--- config.mk ---
export PLATFORM = sky130hd
export DESIGN_NAME = button_traffic_light_sequencer
export DESIGN_NICKNAME = d
export VERILOG_FILES = /design/src/rtl/btls_pkg.sv /design/src/rtl/btls_step.sv /design/src/rtl/button_traffic_light_sequencer.sv
export SDC_FILE = /design/constraint.sdc
export NUM_CORES = 1
export LEC_CHECK = 0
export ABC_AREA = 1
export BUFFER_PORTS_ARGS = -buffer_cell sky130_fd_sc_hd__buf_2
export CAP_MARGIN = 40
export CORE_UTILIZATION = 55
export CTS_CLUSTER_SIZE = 25
export DETAILED_ROUTE_END_ITERATION = 7
export HOLD_SLACK_MARGIN = 0.15
export PLACE_DENSITY_LB_ADDON = 0.2
export SLEW_MARGIN = 40
export SYNTH_ARGS = -nofsm -noshare
export SYNTH_HDL_FRONTEND = slang
export SYNTH_HIERARCHICAL = 1
export SYNTH_SLANG_ARGS = --single-unit
--- constraint.sdc ---
create_clock -name clk -period 3.4 [get_ports clk]
set_clock_uncertainty 0.15 [all_clocks]
set_input_delay 0.51 -clock clk [delete_from_list [all_inputs] [get_ports clk]]
set_output_delay 0.51 -clock clk [all_outputs]
set_load 0.005 [all_outputs]
--- src/rtl/btls_pkg.sv ---
// types and constants shared by the traffic light sequencer modules
`default_nettype none

package btls_pkg;

  // mode encoding of the light cycle
  typedef enum logic [2:0] {
    MODE_OFF       = 3'd0,
    MODE_ON        = 3'd1,
    MODE_GREEN     = 3'd2,
    MODE_YEL_RED   = 3'd3,
    MODE_RED       = 3'd4,
    MODE_YEL_GREEN = 3'd5,
    MODE_TO_OFF    = 3'd6
  } mode_t;

  // one poll: button level and coarse time
  typedef struct packed {
    logic        button_pressed;
    logic [15:0] time_seconds;
  } in_word_t;

  // latched lamp levels, also the result word
  typedef struct packed {
    logic green_lamp;
    logic yellow_lamp;
    logic red_lamp;
    logic arrow_lamp;
  } out_word_t;

  // controller state carried from poll to poll
  typedef struct packed {
    mode_t       mode;
    logic [15:0] last_release_time;
    logic        arrow_done;
    logic        arrow_parity;
    out_word_t   lamps;
  } state_t;

  localparam logic [7:0] LONG_PRESS_RESET = 8'd5;

endpackage

`default_nettype wire

--- src/rtl/btls_step.sv ---
// next-state logic for one poll of the traffic light sequencer
`default_nettype none

module btls_step (
  input  btls_pkg::state_t   state,
  input  btls_pkg::in_word_t word,
  input  logic [7:0]         long_press_seconds,
  output btls_pkg::state_t   state_next
);

  logic        pressed;
  logic [15:0] held;
  logic        long_hold;
  btls_pkg::mode_t mode_eff;

  // release time tracking and long hold detection
  always_comb begin
    pressed   = word.button_pressed;
    held      = word.time_seconds - state.last_release_time;
    long_hold = pressed && (held >= {8'd0, long_press_seconds});
    mode_eff  = long_hold ? btls_pkg::MODE_TO_OFF : state.mode;
  end

  // mode actions
  always_comb begin
    state_next      = state;
    state_next.mode = mode_eff;
    if (!pressed) begin
      state_next.last_release_time = word.time_seconds;
    end
    case (mode_eff)
      btls_pkg::MODE_TO_OFF: begin
        if (pressed) begin
          state_next.lamps.green_lamp  = 1'b0;
          state_next.lamps.yellow_lamp = 1'b0;
          state_next.lamps.red_lamp    = 1'b0;
        end else begin
          state_next.mode = btls_pkg::MODE_OFF;
        end
      end
      btls_pkg::MODE_OFF: begin
        if (!pressed) begin
          state_next.lamps.yellow_lamp = word.time_seconds[0];
        end else begin
          state_next.mode = btls_pkg::MODE_ON;
        end
      end
      btls_pkg::MODE_ON: begin
        if (pressed) begin
          state_next.lamps.yellow_lamp = 1'b1;
        end else begin
          state_next.mode = btls_pkg::MODE_GREEN;
        end
      end
      btls_pkg::MODE_GREEN: begin
        if (!pressed) begin
          state_next.lamps.red_lamp    = 1'b0;
          state_next.lamps.yellow_lamp = 1'b0;
          state_next.lamps.green_lamp  = 1'b1;
        end else begin
          state_next.mode = btls_pkg::MODE_YEL_RED;
        end
      end
      btls_pkg::MODE_YEL_RED: begin
        if (pressed) begin
          state_next.lamps.green_lamp  = 1'b0;
          state_next.lamps.yellow_lamp = 1'b1;
        end else begin
          state_next.mode = btls_pkg::MODE_RED;
        end
      end
      btls_pkg::MODE_RED: begin
        if (!pressed) begin
          state_next.lamps.yellow_lamp = 1'b0;
          state_next.lamps.red_lamp    = 1'b1;
          // arrow on every other red entry
          if (!state.arrow_done) begin
            if (!state.arrow_parity) begin
              state_next.lamps.arrow_lamp = 1'b1;
            end
            state_next.arrow_parity = ~state.arrow_parity;
            state_next.arrow_done   = 1'b1;
          end
        end else begin
          state_next.mode       = btls_pkg::MODE_YEL_GREEN;
          state_next.arrow_done = 1'b0;
        end
      end
      btls_pkg::MODE_YEL_GREEN: begin
        if (pressed) begin
          state_next.lamps.arrow_lamp  = 1'b0;
          state_next.lamps.red_lamp    = 1'b1;
          state_next.lamps.yellow_lamp = 1'b1;
        end else begin
          state_next.mode = btls_pkg::MODE_GREEN;
        end
      end
      default: begin
        state_next.mode = mode_eff;
      end
    endcase
  end

endmodule

`default_nettype wire

--- src/rtl/button_traffic_light_sequencer.sv ---
// top level of the button driven traffic light sequencer
//
//   channel | direction | handshake              | word
//   in      | input     | in_valid / in_ready    | button level, coarse time
//   out     | output    | out_valid / out_ready  | green, yellow, red, arrow lamps
//   cfg     | input     | cfg_valid / cfg_ready  | long press threshold, 8 bits
//
// one word per cycle sustained while the output is not stalled; an accepted poll passes through
// the input register, then the state and lamp register updated by one pass of btls_step
// rst is synchronous: mode off, lamps dark, threshold 5, both registers empty
// a stalled output freezes the state; the input register still takes one word
// cfg_ready is always high
`default_nettype none

module button_traffic_light_sequencer (
  input  logic                clk,
  input  logic                rst,
  input  logic                in_valid,
  output logic                in_ready,
  input  btls_pkg::in_word_t  in_data,
  output logic                out_valid,
  input  logic                out_ready,
  output btls_pkg::out_word_t out_data,
  input  logic                cfg_valid,
  output logic                cfg_ready,
  input  logic [7:0]          cfg_data
);

  logic               in_full;
  btls_pkg::in_word_t in_word;
  logic [7:0]         long_press_seconds;
  btls_pkg::state_t   state;
  btls_pkg::state_t   state_next;
  logic               advance;
  logic               fire;

  // handshake control
  assign advance   = !out_valid || out_ready;
  assign fire      = in_full && advance;
  assign in_ready  = !in_full || advance;
  assign cfg_ready = 1'b1;
  assign out_data  = state.lamps;

  // threshold register
  always_ff @(posedge clk) begin
    if (rst) begin
      long_press_seconds <= btls_pkg::LONG_PRESS_RESET;
    end else if (cfg_valid && cfg_ready) begin
      long_press_seconds <= cfg_data;
    end
  end

  // input register
  always_ff @(posedge clk) begin
    if (rst) begin
      in_full <= 1'b0;
    end else if (in_ready) begin
      in_full <= in_valid;
    end
  end

  always_ff @(posedge clk) begin
    if (in_ready && in_valid) begin
      in_word <= in_data;
    end
  end

  // per-poll update
  btls_step u_step (
    .state              (state),
    .word               (in_word),
    .long_press_seconds (long_press_seconds),
    .state_next         (state_next)
  );

  // state and result register
  always_ff @(posedge clk) begin
    if (rst) begin
      state.mode              <= btls_pkg::MODE_OFF;
      state.last_release_time <= 16'd0;
      state.arrow_done        <= 1'b0;
      state.arrow_parity      <= 1'b0;
      state.lamps             <= '0;
      out_valid               <= 1'b0;
    end else begin
      if (fire) begin
        state <= state_next;
      end
      if (advance) begin
        out_valid <= in_full;
      end
    end
  end

`ifndef NO_ASSERTIONS
  // a word held in the input register is not dropped while the output stalls
  a_hold_input: assert property (@(posedge clk) disable iff (rst)
    (in_full && !advance) |=> in_full)
    else $error("input word lost during stall");

  // every processed poll produces a result
  a_fire_result: assert property (@(posedge clk) disable iff (rst)
    fire |=> out_valid)
    else $error("processed poll gave no result");

  // state does not move while a result waits
  a_state_frozen: assert property (@(posedge clk) disable iff (rst)
    (out_valid && !out_ready) |=> $stable(state))
    else $error("state changed during output stall");

  // first released poll in red makes the arrow decision and flips parity
  a_arrow_once: assert property (@(posedge clk) disable iff (rst)
    (fire && !in_word.button_pressed && state.mode == btls_pkg::MODE_RED
     && !state.arrow_done)
    |=> (state.arrow_done && state.arrow_parity != $past(state.arrow_parity)))
    else $error("arrow decision not recorded");
`endif

endmodule

`default_nettype wire
# Yosys cells after proc, flatten, opt, wreduce, memory -nomap -nowiden
# Cells that the tools add are included.
# classes
n_eq_ne,15
n_reduce_logical,20
order_cmp,1
n_bitwise,3
addsub,1
n_mux,22
# ops
operator,n
$mux W3,11
$ne A2 B2 Y1 const B,9
$pmux W3 S6,1
$ge A16 B8 Y1,1
$sub A16 B16 Y16,1
$reduce_and A6 Y1,2
$eq A3 B3 Y1 const B,3
$reduce_and A9 Y1,1
$pmux W1 S7,1
$reduce_bool A7 Y1,1
$eq A3 B2 Y1 const B,2
$mux W1,5
$reduce_and A5 Y1,1
$pmux W1 S4,1
$reduce_and A2 Y1,2
$reduce_and A4 Y1,1
$reduce_bool A4 Y1,1
$eq A3 B1 Y1 const B,1
$logic_and A1 B1 Y1,3
$logic_not A3 Y1,1
$not A1 Y1,3
$pmux W1 S3,1
$reduce_bool A3 Y1,1
$logic_not A1 Y1,2
5 further kinds,6
# totals
register_bits,52
word_cells,75
input_bits,30
out_inout_bits,7

# Depth between registers and ports, before layout
# depth
ltp_word,7
mapped_depth,25
ltp_nobuf,25

# By module
# The synthesis kept the hierarchy.
# modules_own_cells
mod,area_each_um2,cells_each,seq_area_each_um2,instances
button_traffic_light_sequencer,2082.0,233,1211.2,1
btls_step,1856.8,362,0.0,1

# Worst setup path after synthesis
# OpenSTA, ideal clock, no wires.
# synth_timing
path_kind,reg-to-reg
startpoint,register in_word[0] (netlist bit)
endpoint,"register, netlist name state[4]"
n_path_buf,0
setup_ns,0.115
setup_slack_ns,0.282
arrival_time_ns,2.853
required_time_ns,3.135
path_stages_with_launch,26
period_less_slack_ns,3.118
cell_sequence,edfxtp_1 -> inv_1 -> ha_1 -> fa_1 -> inv_1 -> nand3_1 -> nand3_1 -> nand2_1 -> nand2_1 -> xor2_1 -> ha_1 -> a21oi_1 -> a21boi_0 -> nand3_1 -> nor2_1 -> nand3_2 -> nand2_4 -> nand4_2 -> inv_2 -> nand2_1 -> o21ai_1 -> nand2_1 -> inv_1 -> nand3_1 -> nand2_1 -> nor2_1
# synth_between
elab_chain_len,6
# synth_rtl
element,line,text
"start, declared",button_traffic_light_sequencer.sv:30,btls_pkg::in_word_t in_word;
"start signal, assigned",button_traffic_light_sequencer.sv:64,in_word <= in_data;
$sub A16 B16 Y16,btls_step.sv:19,held = word.time_seconds - state.last_release_time;
$ge A16 B8 Y1,btls_step.sv:20,"long_hold = pressed && (held >= {8'd0, long_press_seconds});"
$logic_and A1 B1 Y1,btls_step.sv:20,
$mux W3,btls_step.sv:21,mode_eff = long_hold ? btls_pkg::MODE_TO_OFF : state.mode;
$eq A3 B3 Y1,btls_step.sv:31,case (mode_eff)
$reduce_and A4 Y1 (no source line),-,
# Every way passes these cells.
# A chain may end at the register's enable or synchronous reset.

==> reports/metrics.cfg <==
[die]
ios=37
rows=30
die-height_um=86.6
fp.dieW_um=86.6
dieArea_um2=7500
initial_core_util_pct=57.3
fp.coreArea_um2=6870

[global_route]
grt_use_total_pct=23.5
grt_max_degree=52
grt_antenna_before_repair=0
grt_overflow=0
grt_pass1_vias=3235
grt_pass1_wl_um=14000

[setup_path]
ff2ff_path_depth=21
ff2ff_setup_slack_ps=80
crit_fanout=5
cp-startpoint=in_word[2]
cpMaxStageDelayCell=edfxtp_1
crit_chain=ha_4, or2_4, nand3_2, nand2_2, xor2_1, ha_1, a21oi_1, a21boi_2, nand3_1, nor2_2, nand3_2, nand2_4, clkbuf_16, nand2_2, o21ai_1, nand2_1, nand3_1, inv_1, nand3_1, nand2_1, nor2_1
max_stage_delay_ps=470
cp.required_ps=3490
critPathBufInv=2
crit_family=simple AND/OR/NAND/NOR gates
end_kind=flip-flop
critPathKind=reg -> reg
crit_path_start_kind=flip-flop
crit_arrival_ps=3400
crit_top_cell=nand3_1
r2r_start=in_word[2]
endpoint=out_data[1]
cp.depth=21
reg2reg_to=out_data[1]

[sta]
rsz0062_at_grt=yes
fin_crit_ps=3320
setup-violations-final=0
worst_hold_slack_ps=228
clock.fmax_mhz=302
worst_slack_ps=83.4
final_hold_viol_count=0
period_share_pct=97.5
worstMarginPinSlew_ps=649
slew_violations=0
slew_headroom_pct=56.7

[power]
power_density_nw_per_um2=362
power_mw=1.59
ir_drop_uv=247
power_leakage_nw=2.18

[drt]
first_pass_iters=5
viasPerCell=5.03
wl_per_cell_um=12.2
wirelength_um=8790
vias=3638
drc=0
ant_nets=0
dr.first_iter.drc_count=172

[logic_synthesis]
synth.most_common_cell=nand2_1
yosysTopAreaCell=dfxtp_1
syn_area_per_cell_um2=6.62
synth_largest_type_area_fraction_pct=17.8
yosys_most_used_dff=dfxtp_1
netlist_area_um2=3940
synth_edf_count=17
synth_top_cells_by_count=nand2_1, inv_1, nor2_1
ys_async_sr_fraction_pct=0
syn-num-nets=649
synthCells=595
yosysWarnings=6
ys_types=38
synthTopCellsByArea=dfxtp_1, nand2_1, edfxtp_1
ys_ff_latch=52
yosysSeqAreaShare_pct=30.7

[clock_tree]
numCtsBuffers=5
cts_hold_buf=0
htreeDepth=2
cts.sinks=52
cts_tree=built
ctsRootBufferMaster=clkbuf_8
clk_latency_ps=300
clk_pin_slew_ps=100
cts_buffer_depth=2

[worst_hold_path]
hold_class=in -> reg

[cells_and_area]
fillerInstances=644
layout-drive-gt1-share_pct=16.9
n_antenna_cell=0
nets=680
area_growth_pct=11.8
fin_util_pct=64.1

[placement]
portBuffers=35
dp_slack_ps=-35.5
dpl.hpwl_um=6230
place_congestion=0.908

[outcome]
status=complete, no violations

[flow_run]
maxCapViolCount=0

routing by layer:
| metal | track usage (%) | wire length [µm] | vias up | share of wire, % |
|---|---|---|---|---|
| met5 | 0 | 0 | - | 0 |
| met4 | 4.70 | 67 | 0 | 0.76 |
| met3 | 3.71 | 372 | 6 | 4.2 |
| met2 | 40.6 | 4270 | 76 | 49 |
| met1 | 31.1 | 4080 | 1632 | 46 |
| li1 | - | - | 1924 | - |
layout make-up:
type / count / area, µm² / area share [%]
Multi-Input combinational cell: 403 / 2230 / 50.7
Sequential cell: 52 / 1210 / 27.6
Inverter: 113 / 424 / 9.64
Timing Repair Buffer: 51 / 333 / 7.56
Tap cell: 96 / 120 / 2.73
Clock buffer: 7 / 76.3 / 1.73
Clock inverter: 1 / 5.00 / 0.114
registers in the layout, summed over array words and instances, names as in the netlist:
name	flops
in_full	1
out_data	4
state	21
in_word	17
out_valid	1
long_press_seconds	8
cell families after synthesis:
kind of cell               synth area share, %
other                                   0.0952
AOI/OAI and AO/OA                         11.2
xor gates and xnor gates                  1.56
buffers and inverters                     16.2
adders and majority gates                 7.81
DFF                                       30.7
and+or+nand+nor                           32.3
placed cells by master, fill, tap and decap left out, types with 3 or more instances in the layout:
master	instances
a21oi_1	38
a21oi_2	8
and2_1	3
buf_2	35
buf_4	13
clkbuf_8	5
dfxtp_1	33
edfxtp_1	17
ha_1	17
ha_4	6
inv_1	105
inv_2	7
nand2_1	150
nand2_2	6
nand3_1	47
nand3_2	5
nand4_1	10
nand4_4	3
nor2_1	55
nor2_2	5
o21ai_0	23
o21ai_1	8
xor2_1	4
what timing repair did:
item                       in CTS  in global routing
setup endpoints to repair       8                  9
setup buffers                   0                  3
pin swaps                       0                 11
gates resized for setup         7                 24
cloned                          0                  1
through the flow:
| step | TNS [ps] | cells | cell area [µm²] |
|---|---|---|---|
| after floorplan | 0 | 595 | 3940 |
| after global placement | -2.25 | 710 | 4110 |
| after detailed placement | -123 | 710 | 4110 |
| after CTS | 0 | 718 | 4240 |
| after global routing | -916 | 723 | 4400 |
| final | 0 | 723 | 4400 |
worst reg2reg max path, cell delays in order, from the launching register on:
cell and delay [ps]:
edfxtp_1 470, ha_4 290, or2_4 250, nand3_2 80
nand2_2 60, xor2_1 150, ha_1 310, a21oi_1 130
a21boi_2 160, nand3_1 90, nor2_2 100, nand3_2 110
nand2_4 130, clkbuf_16 160, nand2_2 70, o21ai_1 140
nand2_1 60, nand3_1 70, inv_1 40, nand3_1 70
nand2_1 60, nor2_1 110
worst min path at each step:
stage,startpoint,to,cells after the start
after floorplan,long_press_seconds[2],long_press_seconds[2],2
after global placement,long_press_seconds[2],long_press_seconds[2],2
after detailed placement,long_press_seconds[2],long_press_seconds[2],2
after CTS,in_data[8],in_word[8],1
after global routing,in_data[8],in_word[8],1
final,in_data[12],in_word[12],1
where the power goes:
group	total [mW]	switching, mW	internal, mW	leakage, nW
clock	0.340	0.195	0.145	0.0422
combinational	0.533	0.312	0.220	1.68
sequential	0.722	0.0377	0.684	0.456
total	1.59	0.545	1.05	2.18
(Power assumes the default switching activity.)
